`src/rtl/rtch_pkg.sv`:
```
// rtch_pkg: widths, types and helpers shared by the ray/triangle closest-hit core.
// Depends on nothing; imported by rtch_mac, rtch_div and the top level.
package rtch_pkg;

	localparam int CW    = 32;                 // coordinate width
	localparam int FB    = 16;                 // fraction bits
	localparam int IW    = 16;                 // triangle id width
	localparam int DW    = CW - 1;             // distance width
	localparam int UW    = FB + 1;             // barycentric width
	localparam int OPW   = CW + 2;             // multiplier operand width
	localparam int PW    = 2 * OPW;            // product width
	localparam int VW    = 2 * CW + 2;         // cross product component width
	localparam int AW    = 3 * CW + 4;         // accumulator width
	localparam int QT    = CW;                 // quotient bits of t
	localparam int RW    = AW + FB;            // divider remainder width
	localparam int DNW   = AW + QT - 1;        // divider shifted divisor width
	localparam int CNTW  = $clog2(QT);
	localparam int IN_W  = IW + 9 * CW;
	localparam int IN_TW = ((IN_W + 7) / 8) * 8;
	localparam int OUT_W = DW + 2 * UW + IW;
	localparam int OUT_TW = ((OUT_W + 7) / 8) * 8;
	localparam int CFG_IW = 3;

	localparam logic [CW-1:0] DIR_Z_RESET = CW'(1) << FB;
	localparam logic [DW-1:0] LIMIT_RESET = DW'(1) << FB;

	typedef enum logic [CFG_IW-1:0] {
		REG_ORIGIN_X,
		REG_ORIGIN_Y,
		REG_ORIGIN_Z,
		REG_DIR_X,
		REG_DIR_Y,
		REG_DIR_Z,
		REG_START_LIMIT
	} reg_index_t;

	typedef struct packed {
		logic en;
		logic clear;
		logic hi;
		logic neg;
	} mac_ctrl_t;

	function automatic logic [1:0] next3(input logic [1:0] c);
		return (c == 2'd2) ? 2'd0 : c + 2'd1;
	endfunction

endpackage

```
`src/rtl/rtch_mac.sv`:
```
// rtch_mac: shared signed multiply-accumulate unit of the closest-hit core.
// One OPW x OPW product per cycle while ctrl.en is set, optionally negated and shifted by one limb.
// Depends on rtch_pkg.
module rtch_mac (
	input  logic                                clk,
	input  rtch_pkg::mac_ctrl_t                 ctrl,
	input  logic signed [rtch_pkg::OPW-1:0]     op_a,
	input  logic signed [rtch_pkg::OPW-1:0]     op_b,
	output logic signed [rtch_pkg::AW-1:0]      acc
);
	import rtch_pkg::*;

	logic signed [PW-1:0] prod;
	logic signed [AW-1:0] ext;
	logic signed [AW-1:0] term;
	logic signed [AW-1:0] base;
	logic signed [AW-1:0] acc_q;

	always_comb begin
		prod = op_a * op_b;
		ext  = {{(AW-PW){prod[PW-1]}}, prod};
		term = ctrl.hi ? (ext <<< CW) : ext;
		if (ctrl.neg) begin
			term = -term;
		end
		base = ctrl.clear ? '0 : acc_q;
	end

	always_ff @(posedge clk) begin
		if (ctrl.en) begin
			acc_q <= base + term;
		end
	end

	assign acc = acc_q;

endmodule

```
`config.mk`:
```
export PLATFORM = sky130hd
export DESIGN_NAME = rtch_mac
export DESIGN_NICKNAME = d
export VERILOG_FILES = /design/src/rtl/rtch_pkg.sv /design/src/rtl/rtch_mac.sv
export SDC_FILE = /design/constraint.sdc
export NUM_CORES = 2
export LEC_CHECK = 0
export BUFFER_PORTS_ARGS = -buffer_cell sky130_fd_sc_hd__buf_2
export CORE_MARGIN = 2
export CORE_UTILIZATION = 40
export DETAILED_ROUTE_END_ITERATION = 8
export PLACE_DENSITY_LB_ADDON = 0.08
export SYNTH_ARGS = -nofsm -noshare
export SYNTH_HDL_FRONTEND = slang
export SYNTH_SLANG_ARGS = --single-unit
```
`constraint.sdc`:
```
create_clock -name clk -period 17.4 [get_ports clk]
set_input_delay 0.87 -clock clk [delete_from_list [all_inputs] [get_ports clk]]
set_output_delay 0.87 -clock clk [all_outputs]
set_load 0.02 [all_outputs]
```
; After elaboration in Yosys (flattened, before gate mapping)
; Index checks and enable logic that the tools add are counted.
; W data, S select, Z words.
[word_totals]
reg_bits = 100
in_bits = 73
output_inout_bits = 100
word_cells = 7
[op_classes]
add_sub_neg = 2
multipliers = 1
n_mux = 3
[ops]
columns = cell, n
row1 = $mux W100, 2
row2 = $add A100 B100 Y100, 1
row3 = $neg A100 Y100, 1
row4 = $mux W99, 1
row5 = $mul A34 B34 Y68, 1

; Depth between registers and ports, before layout
[depth]
word_depth = 5
mapped_depth = 49
depth_no_buf = 46

; Least setup slack after synthesis
; Ideal clock, no wire load.
[synth_path]
kind = input port to flip-flop
startpoint = in op_a[33] in the netlist's numbering
endpoint = reg acc_q[98], in the netlist acc[98] (data pin)
setup_ns = 0.264
t_arrival_ns = 12.183
t_required_ns = 17.136
path_slack_ns = 4.954
stages = 40
path_buffers = 4
cell_sequence = clkbuf_1 -> nand2_1 -> inv_1 -> fa_1 -> fa_1 -> fa_1 -> inv_1 -> fa_1 -> inv_1 -> fa_1 -> fa_1 -> fa_1 -> inv_1 -> fa_1 -> inv_1 -> ha_1 -> clkbuf_1 -> a21oi_1 -> [4 not listed] -> a211oi_1 -> a21oi_1 -> nor4bb_1 -> o21bai_1 -> or4_4 -> buf_6 -> or4_4 -> o31ai_1 -> xor2_1 -> ha_1 -> clkbuf_1 -> nand2_1 -> nor3_1 -> nand3_1 -> o21a_1 -> o41ai_1 -> a221oi_1 -> xnor2_1
[synth_between]
elab_chain_len = 5
[synth_rtl]
columns = item, line_no
row1 = from (decl), rtch_mac.sv:7  ; input logic signed [rtch_pkg::OPW-1:0] op_a,
row2 = $mul A34 B34 Y68 (*), rtch_mac.sv:20  ; prod = op_a * op_b;
row3 = $mux W99 (*), rtch_mac.sv:22  ; term = ctrl.hi ? (ext <<< CW) : ext;
row4 = $neg A100 Y100, rtch_mac.sv:24  ; term = -term;
row5 = $mux W100 (*), rtch_mac.sv:23  ; if (ctrl.neg) begin
row6 = $add A100 B100 Y100 (*), rtch_mac.sv:31  ; acc_q <= base + term;
row7 = to (signal assigned), rtch_mac.sv:31
row8 = to (decl), rtch_mac.sv:17  ; logic signed [AW-1:0] acc_q;
; Mark *: on every way between the ends. The rest lies on a longest branch, timed or not.
; A chain may end at the register's enable or synchronous reset.

; Worst setup path in the final report
[layout_path]
startpoint = in op_b[4] in the netlist's numbering
endpoint = reg acc_q[97], in the netlist acc[97] (data pin)
[layout_between]
elab_chain_len = 5
[layout_rtl]
columns = item, line_no
row1 = from (decl), rtch_mac.sv:8  ; input logic signed [rtch_pkg::OPW-1:0] op_b,
row2 = $mul A34 B34 Y68 (*), rtch_mac.sv:20
row3 = $mux W99 (*), rtch_mac.sv:22
row4 = $neg A100 Y100, rtch_mac.sv:24
row5 = $mux W100 (*), rtch_mac.sv:23
row6 = $add A100 B100 Y100 (*), rtch_mac.sv:31
; Marks and branches as above.

==> flow_summary.json <==
{
  "min_period_ps": 14400,
  "dieHeight_um": 380,
  "largest_register_ff_count": 100,
  "drt_iter0_markers": 2971,
  "synthDistinctLibCells": 91,
  "die-area_mm2": 0.144,
  "yosys.area.top_type": "fa_1",
  "place_hpwl_um": 147000,
  "r2r_start": "acc[0]",
  "critPathKind": "input port to flop",
  "setup_viol": 0,
  "fp.dieW_um": 380,
  "wirelength_um": 179000,
  "holdPathEnd": "acc[0]",
  "syn-cell-area_mm2": 0.0565,
  "first_global_vias": 46500,
  "end_kind": "flop",
  "maxSlewViolCount": 0,
  "worstSkewPairLatency_ps": 390,
  "gp_congestion": 0.907,
  "worstPathRequired_ps": 17550,
  "coreArea_mm2": 0.140,
  "min_from": "acc[0]",
  "mappedNetlistNets": 8092,
  "worstSetupStartpointType": "input port",
  "avgSynthCellArea_um2": 8.73,
  "fin_skew_ps": 19.7,
  "grt_max_degree": 74,
  "gr-total-overflow": 0,
  "worst_slew_pin_slew_ps": 1310,
  "r2r_slack_ps": 12070,
  "initial_utilization_pct": 40.4,
  "crit_path_top_delay_cell": "fa_1",
  "synth_edf_count": 100,
  "yosysWarnings": 0,
  "clock_path_buffers": 2,
  "syn_inst": 6473,
  "worstHoldPathCells": 2,
  "clock-sinks": 100,
  "post-cts-setup-buffer-count": 0,
  "hp-class": "flop to flop",
  "synth_top_area_share_pct": 44.0,
  "r2r-end": "acc[98]",
  "h-tree-depth": 3,
  "fp-row-count": 137,
  "ys_seq_area_share_pct": 5.31,
  "reg2regPathDepth": 16,
  "fin_setup_tns_ps": 0,
  "drcViolationCount": 0,
  "clk_pin_slew_ps": 90,
  "port_buffers": 172,
  "cts_resized": 0,
  "track_usage_pct": 25.3,
  "synth_seq_cells": 100,
  "wl_per_cell_um": 21.7,
  "numCtsBuffers": 9,
  "clock-root-buffer": "clkbuf_16",
  "ant_nets": 0,
  "synth-async-reset-ratio_pct": 0,
  "via_per_inst": 5.32,
  "finalNetCount": 7972,
  "max_freq_mhz": 69.4,
  "antenna_found_initial": 6,
  "dr.pass1.iters": 5,
  "pin_count": 173,
  "drive_gt1_share_pct": 4.51,
  "synth_top_flop_cell": "edfxtp_1",
  "dr_total_vias": 43800,
  "grt_pass1_wl_um": 285000,
  "rsz0062_at_grt": "false",
  "synthTopCellsByArea": "fa_1 44%, inv_1 8.2%, and2_1 7.1%",
  "area_growth_pct": 4.54,
  "cts_hold_buf": 0,
  "path_common_cell": "fa_1",
  "fin_crit_sh_pct": 82.8,
  "cts_tree": "yes",
  "cp.arrival_ps": 14550,
  "final-hold-violation-count": 0,
  "drv_cap": 0,
  "cpPeakStageDelay_ps": 1000,
  "maxSlewHeadroom_pct": 12.3,
  "status": "finished, final reports clean",
  "crit_fanout": 18
}
-- synth_stat cells, types with 90 or more instances --
cell type	n
a21o_1	106
a21oi_1	255
and2_1	639
clkbuf_1	331
edfxtp_1	100
fa_1	1242
ha_1	304
inv_1	1237
nand2_1	749
nor2_1	206
nor2b_1	122
o21ai_0	191
xnor2_1	147
xor2_1	90
-- area by class of cell --
type	instances	area (um^2)
flip-flops and latches	100	3000
diodes	5	12.5
inverters	1239	4650
well taps	1876	2350
repair buffers	221	1240
clock inverters	7	73.8
clock buffers	9	225
fillers	14300	80800
multi-input cells	4782	47500
-- per-layer routing --
layer | global-route usage (%) | up-vias | wire, um
met1 | 38.1 | 22600 | 86000
met5 | 0 | - | 23
met2 | 39.7 | 1189 | 81000
li1 | - | 19900 | -
met3 | 2.62 | 164 | 8980
met4 | 4.57 | 4 | 3010
-- kinds of logic after synthesis --
kind of cell | synth area share (%)
AO/OA/AOI/OAI | 10.8
flip-flops | 5.31
buffers and inverters | 10.6
multiplexers | 0.485
AND/OR/NAND/NOR | 18.4
adder cells (fa/ha/maj) | 50.7
XOR/XNOR | 3.70
-- layout by cell type, fill, tap and decap left out, drive strengths merged, types with 30 or more instances in the layout --
master	n
a21o	106
a21oi	257
and2	639
and3	30
buf	221
edfxtp	100
fa	1242
ha	304
inv	1242
nand2	750
nand2b	30
nand3	41
nand4	49
nor2	206
nor2b	122
nor3	54
o211ai	34
o21a	39
o21ai	198
o21bai	40
o31ai	41
xnor2	148
xor2	90
-- critical path: cells and delay by family --
family | cells | cell delay, ps
compound gates | 18 | 3700
fa+ha+maj | 10 | 5690
buf+inv | 8 | 1630
xor+xnor | 2 | 390
simple gates | 6 | 2210
-- how the worst max path moves through the flow --
stage | from | end | slack (ps) | cells after the start
6_report | op_b[4] | acc[97] | 3000 | 44
5_1_grt | op_a[19] | acc[99] | 2060 | 41
4_1_cts | op_b[4] | acc[97] | 3120 | 44
3_5_place_dp | op_b[2] | acc[97] | 2780 | 42
3_3_place_gp | op_b[2] | acc[97] | 2780 | 42
2_1_floorplan | op_a[33] | acc[98] | 4950 | 40
-- through the flow --
step | util [%] | hold slack (ps) | std cells | instance area, um^2 | setup WS [ps]
floorplan | - | 824 | 6473 | 56500 | 4950
global placement | 42.0 | 691 | 8218 | 58800 | 2780
detailed placement | 42.0 | 692 | 8218 | 58800 | 2780
CTS | 42.2 | 721 | 8234 | 59100 | 3120
global route | 42.2 | 743 | 8238 | 59100 | 2060
finish | 42.2 | 711 | 8239 | 59100 | 3000
Power is left out: the tool's default activity adds up to more than one toggle a clock period on the data nets, which glitch-free logic cannot reach.
