--- src/rtl/rtch_pkg.sv ---
// rtch_pkg: widths, types and helpers shared by the ray/triangle closest-hit core.
// Depends on nothing; imported by rtch_mac, rtch_div and the top level.
package rtch_pkg;

	localparam int CW    = 32;                 // coordinate width
	localparam int FB    = 16;                 // fraction bits
	localparam int IW    = 16;                 // triangle id width
	localparam int DW    = CW - 1;             // distance width
	localparam int UW    = FB + 1;             // barycentric width
	localparam int OPW   = CW + 2;             // multiplier operand width
	localparam int PW    = 2 * OPW;            // product width
	localparam int VW    = 2 * CW + 2;         // cross product component width
	localparam int AW    = 3 * CW + 4;         // accumulator width
	localparam int QT    = CW;                 // quotient bits of t
	localparam int RW    = AW + FB;            // divider remainder width
	localparam int DNW   = AW + QT - 1;        // divider shifted divisor width
	localparam int CNTW  = $clog2(QT);
	localparam int IN_W  = IW + 9 * CW;
	localparam int IN_TW = ((IN_W + 7) / 8) * 8;
	localparam int OUT_W = DW + 2 * UW + IW;
	localparam int OUT_TW = ((OUT_W + 7) / 8) * 8;
	localparam int CFG_IW = 3;

	localparam logic [CW-1:0] DIR_Z_RESET = CW'(1) << FB;
	localparam logic [DW-1:0] LIMIT_RESET = DW'(1) << FB;

	typedef enum logic [CFG_IW-1:0] {
		REG_ORIGIN_X,
		REG_ORIGIN_Y,
		REG_ORIGIN_Z,
		REG_DIR_X,
		REG_DIR_Y,
		REG_DIR_Z,
		REG_START_LIMIT
	} reg_index_t;

	typedef struct packed {
		logic en;
		logic clear;
		logic hi;
		logic neg;
	} mac_ctrl_t;

	function automatic logic [1:0] next3(input logic [1:0] c);
		return (c == 2'd2) ? 2'd0 : c + 2'd1;
	endfunction

endpackage

--- src/rtl/rtch_div.sv ---
// rtch_div: restoring divider, one quotient bit per cycle, for t, u and v.
// Quotient = floor(num * 2^FB / den), num >= 0, den > 0, quotient known to fit.
// Depends on rtch_pkg.
module rtch_div (
	input  logic                         clk,
	input  logic                         arst_n,
	input  logic                         start,
	input  logic                         long_div,
	input  logic [rtch_pkg::AW-1:0]      num,
	input  logic [rtch_pkg::AW-1:0]      den,
	output logic                         busy,
	output logic                         done,
	output logic [rtch_pkg::QT-1:0]      quo
);
	import rtch_pkg::*;

	logic [RW-1:0]   rem_q;
	logic [DNW-1:0]  den_q;
	logic [QT-1:0]   quo_q;
	logic [CNTW-1:0] cnt_q;
	logic            busy_q;
	logic            done_q;
	logic            ge;

	assign ge = {{(DNW-RW){1'b0}}, rem_q} >= den_q;

	always_ff @(posedge clk or negedge arst_n) begin
		if (!arst_n) begin
			busy_q <= 1'b0;
			done_q <= 1'b0;
			cnt_q  <= '0;
		end else if (start) begin
			busy_q <= 1'b1;
			done_q <= 1'b0;
			cnt_q  <= long_div ? CNTW'(QT - 1) : CNTW'(UW - 1);
		end else if (busy_q) begin
			if (cnt_q == '0) begin
				busy_q <= 1'b0;
				done_q <= 1'b1;
			end else begin
				cnt_q <= cnt_q - 1'b1;
			end
		end else begin
			done_q <= 1'b0;
		end
	end

	always_ff @(posedge clk) begin
		if (start) begin
			rem_q <= {num, {FB{1'b0}}};
			den_q <= long_div ? {den, {(QT-1){1'b0}}}
			                  : {{(QT-UW){1'b0}}, den, {(UW-1){1'b0}}};
			quo_q <= '0;
		end else if (busy_q) begin
			if (ge) begin
				rem_q <= rem_q - den_q[RW-1:0];
			end
			quo_q <= {quo_q[QT-2:0], ge};
			den_q <= den_q >> 1;
		end
	end

	assign busy = busy_q;
	assign done = done_q;
	assign quo  = quo_q;

endmodule

--- config.mk ---
export PLATFORM = sky130hd
export DESIGN_NAME = rtch_div
export DESIGN_NICKNAME = d
export VERILOG_FILES = /design/src/rtl/rtch_pkg.sv /design/src/rtl/rtch_div.sv
export SDC_FILE = /design/constraint.sdc
export NUM_CORES = 1
export LEC_CHECK = 0
export BUFFER_PORTS_ARGS = -buffer_cell sky130_fd_sc_hd__buf_4
export CAP_MARGIN = 5
export CORE_MARGIN = 1
export CORE_UTILIZATION = 44
export DETAILED_ROUTE_END_ITERATION = 16
export HOLD_SLACK_MARGIN = 0.05
export PLACE_DENSITY = 0.69
export SLEW_MARGIN = 30
export SYNTH_ARGS = -nofsm -noshare
export SYNTH_HDL_FRONTEND = slang
export SYNTH_SLANG_ARGS = --single-unit
--- constraint.sdc ---
create_clock -name clk -period 12.5 [get_ports clk]
set_input_delay 1.25 -clock clk [delete_from_list [all_inputs] [get_ports clk]]
set_output_delay 1.25 -clock clk [all_outputs]
set_load 0.1 [all_outputs]
; Word-level counts from Yosys, hierarchy flattened
; Cells that the tools add are included.
[op_classes]
add_sub_neg = 2
n_lt_le_gt_ge = 1
eq_ne = 2
n_mux = 16
reduce_logical = 6
[ops]
columns = op, count
row1 = $mux W131, 3
row2 = $mux W116, 3
row3 = $ge A116 B131 Y1, 1
row4 = $sub A116 B116 Y116, 1
row5 = $mux W5, 3
row6 = $mux W1, 6
row7 = $reduce_and A2 Y1, 3
row8 = $logic_not A5 Y1, 1
row9 = $sub A5 B1 Y5 const B, 1
row10 = $mux W4, 1
row11 = $reduce_bool A2 Y1, 2
row12 = $ne A3 B2 Y1 const B, 1
row13 = $ne A2 B2 Y1 const B, 1
[totals]
reg_bits = 286
in_bits = 204

; Logic depth before layout (Yosys ltp)
[logic_depth]
ltp_word = 4
mapped_depth = 16
depth_no_buf = 14

; Worst setup path before layout
; No wires, ideal clock.
[synth_path]
path_type = reg-to-reg
from = register rem_q[80]
to = register rem_q[100], enable pin
setup_ns = 0.935
arrival_time_ns = 4.402
slack_ns = 7.164
path_stages_with_launch = 13
path_buffers = 2
cell_sequence = edfxtp_1 ha_1 buf_6 a21o_1 a21o_1 a21o_1 a21o_1 a221o_1 a211o_1 a21o_1 a32oi_4 buf_4 nand2b_1
[synth_via]
elab_chain_cells = 3
[synth_lines]
columns = element, line_no
row1 = "start, declared", rtch_div.sv:17  ; logic [RW-1:0] rem_q;
row2 = "start signal, assigned", rtch_div.sv:50  ; rem_q <= {num, {FB{1'b0}}};
row3 = "start signal, assigned", rtch_div.sv:56  ; rem_q <= rem_q - den_q[RW-1:0];
row4 = $ge A116 B131 Y1, rtch_div.sv:25  ; assign ge = {{(DNW-RW){1'b0}}, rem_q} >= den_q;
row5 = $reduce_bool A2 Y1 (no line), n/a
row6 = $reduce_and A2 Y1 (no line), n/a
; Every way passes these cells.
; A chain may end at the register's enable or synchronous reset.

; Worst setup path in the final report
[layout_path]
from = register rem_q[29]
to = register rem_q[52], enable pin
; Same word-level chain as after synthesis.

==> results.json <==
{
  "pin_count": 238,
  "syn_to_final_growth_pct": 16.43,
  "cts_hold_buf": 0,
  "p_leak_nw": 10.23,
  "clock_sinks": 286,
  "groute.usage.overall_pct": 27.63,
  "fin_tns_setup_ps": 0,
  "yosysWarnings": 0,
  "vdd_ir_drop_max_v": 0.0001013,
  "finalPower_mw": 2.984,
  "slowest_delay_ps": 800,
  "crit-reg2reg-launch": "rem_q[29]$_DFFE_PP_",
  "relSlewSlack_pct": 36.85,
  "grt_pass1_wl_mm": 100.4,
  "clk_pin_slew_ps": 60,
  "reg2reg_slack_ps": 7680,
  "crit_type": "register to register",
  "drc": 0,
  "start_util_pct": 44.53,
  "vias": 18190,
  "stdcell_area_um2": 23530,
  "hold_class": "input pin to async pin",
  "crit_chain": "ha_1 > nand2_1 > o21ai_0 > a21oi_1 > a21oi_1 > o21ai_0 > a2111o_1 > o31ai_2 > a32oi_4 > buf_4 > nand2b_4 > buf_4",
  "synth-async-reset-ratio_pct": 2.448,
  "netlist_area_um2": 20210,
  "fin_skew_ps": 36.95,
  "fmax_mhz": 207.5,
  "final_core_util_pct": 51.84,
  "core_um2": 45380,
  "synth_edf_count": 231,
  "port_buffers": 237,
  "crit_required_ps": 12670,
  "dr.pass1.iters": 5,
  "synth_top_area_share_pct": 34.33,
  "detail-route-antenna-nets": 0,
  "crit_fanout": 56,
  "critical-path-slowest-cell": "buf_4",
  "critPathLaunchType": "register",
  "yosys_register_bits": 286,
  "drive_above_1_share_pct": 13.24,
  "dieArea_um2": 46790,
  "layout.nets": 2857,
  "place_hpwl_mm": 51.16,
  "fin_crit_sh_pct": 38.55,
  "yosys-top-cells-area": "edfxtp_1 (34%), ha_1 (7.3%), a21oi_1 (6.9%)",
  "die_w_um": 216.3,
  "synth_fp_nets": 2687,
  "root_buffer": "clkbuf_16",
  "critPathArrivalTime_ps": 4990,
  "endpoint_kind": "register",
  "seq_area_frac_synth_pct": 39.95,
  "cts_buffer_depth": 3,
  "routed_wl_mm": 65.79,
  "synth.distinct_cells": 78,
  "tightest_slew_ps": 947.3,
  "rsz0062_at_grt": "no",
  "tritoncts": "yes",
  "hold_violations": 0,
  "cp_top_family": "compound AO/OA/AOI/OAI gates",
  "setup_slack_ps": 7681,
  "gp_congestion": 0.9519,
  "syn_inst": 2364,
  "grt_pass1_vias": 17500,
  "num_rows": 78,
  "cts_resized": 0,
  "power_density_nw_per_um2": 126.8,
  "n_antenna_cell": 0,
  "placed_area_um2": 22390,
  "yosys.area.top_type": "edfxtp_1",
  "r2r-end": "rem_q[52]$_DFFE_PP_",
  "numCtsBuffers": 35,
  "setup_viol": 0,
  "wl_per_cell_um": 20.82,
  "grt-ovfl-total": 0,
  "synth.avg_cell_area_um2": 8.548,
  "cap_violations": 0,
  "clock_latency_ps": 580,
  "h-tree-depth": 2,
  "critPathBufInv": 2,
  "routed_via_density": 5.756,
  "grt_max_degree": 119,
  "status": "finished, final reports clean",
  "drt_iter0_markers": 1541,
  "die_height_um": 216.3,
  "ff2ff_path_depth": 12,
  "antenna_found_initial": 2,
  "cts_setup_buffers": 0,
  "synth_ff_type": "edfxtp_1",
  "slew_viol_final": 0,
  "pre_cts_ws_ps": 7672,
  "finalCriticalPeriod_ps": 4819
}
## worst register-to-register path, cell delays in order, from the launching register on
cell and delay [ps]:
edfxtp_1 400, ha_1 390, nand2_1 110, o21ai_0 350
a21oi_1 190, a21oi_1 150, o21ai_0 100, a2111o_1 490
o31ai_2 420, a32oi_4 70, buf_4 280, nand2b_4 550
buf_4 850
## metrics by stage
stage                     hold slack, ps  cells
after global routing               465.7   3160
after CTS                          458.8   3160
after detailed placement           453.9   3097
after global placement             444.0   3095
final                              467.4   3160
after floorplan                    431.8   2364
## cell type report
type	count	area, um^2
sequential	286	8074
multi-input combinational	1801	11060
timing repair buffer	248	1894
fill	4291	21850
clock buffer	49	991.0
inverter	162	608.1
clock inverter	14	148.9
tap	600	750.7
## synth_stat cells (51+ instances only)
cell type	instances
nand2_1	292
a21oi_1	278
nor2_1	267
edfxtp_1	231
o21ai_0	231
inv_1	162
ha_1	118
mux2i_1	117
clkbuf_1	81
xnor2_1	65
nand4_1	51
xor2_1	51
## worst max-delay path by stage
| stage | start | cells after the start | slack [ps] | end |
|---|---|---|---|---|
| final | rem_q[29]$_DFFE_PP_ | 12 | 7680 | rem_q[52]$_DFFE_PP_ |
| after CTS | den_q[80]$_DFFE_PP_ | 13 | 7660 | rem_q[50]$_DFFE_PP_ |
| after floorplan | rem_q[80]$_DFFE_PP_ | 12 | 7160 | rem_q[100]$_DFFE_PP_ |
| after global placement | den_q[96]$_DFFE_PP_ | 13 | 7790 | rem_q[43]$_DFFE_PP_ |
| after detailed placement | den_q[80]$_DFFE_PP_ | 13 | 7670 | rem_q[46]$_DFFE_PP_ |
| after global routing | den_q[86]$_DFFE_PP_ | 13 | 7440 | rem_q[50]$_DFFE_PP_ |
## registers in the layout, indices dropped and copies added (netlist names)
signal,cells
busy,1
cnt_q,5
den_q,131
done,1
quo,32
rem_q,116
## layout by cell type (no fill, tap or decap), types with 48 or more instances in the layout
cell type    n
nand2_1    292
a21oi_1    278
nor2_1     267
buf_4      245
o21ai_0    231
edfxtp_1   231
inv_1      162
ha_1       118
mux2i_1    117
xnor2_1     65
nand4_1     51
xor2_1      51
dfxtp_1     48
## power by group
group	internal [mW]	leakage [nW]	total, mW	switching (mW)
sequential	1.10	2.89	1.13	0.0307
clock	0.601	0.558	1.04	0.434
combinational	0.304	6.78	0.816	0.513
total	2.01	10.2	2.98	0.978
## routing by layer
layer | share of wire (%) | track usage, %
met5 | 0.040 | 0
met4 | 3.1 | 8.756
met3 | 7.0 | 4.758
met2 | 45 | 43.95
met1 | 45 | 38.10
## logic make-up after synthesis
family | Yosys count | synth area share [%]
AO/OA/AOI/OAI | 701 | 20.37
XOR/XNOR | 116 | 5.028
adder cells (fa/ha/maj) | 119 | 7.406
buffers and inverters | 277 | 5.436
flip-flops | 286 | 39.95
multiplexers | 117 | 5.796
AND/OR/NAND/NOR | 748 | 16.02
No activity file was read; power rests on OpenSTA's default activity.
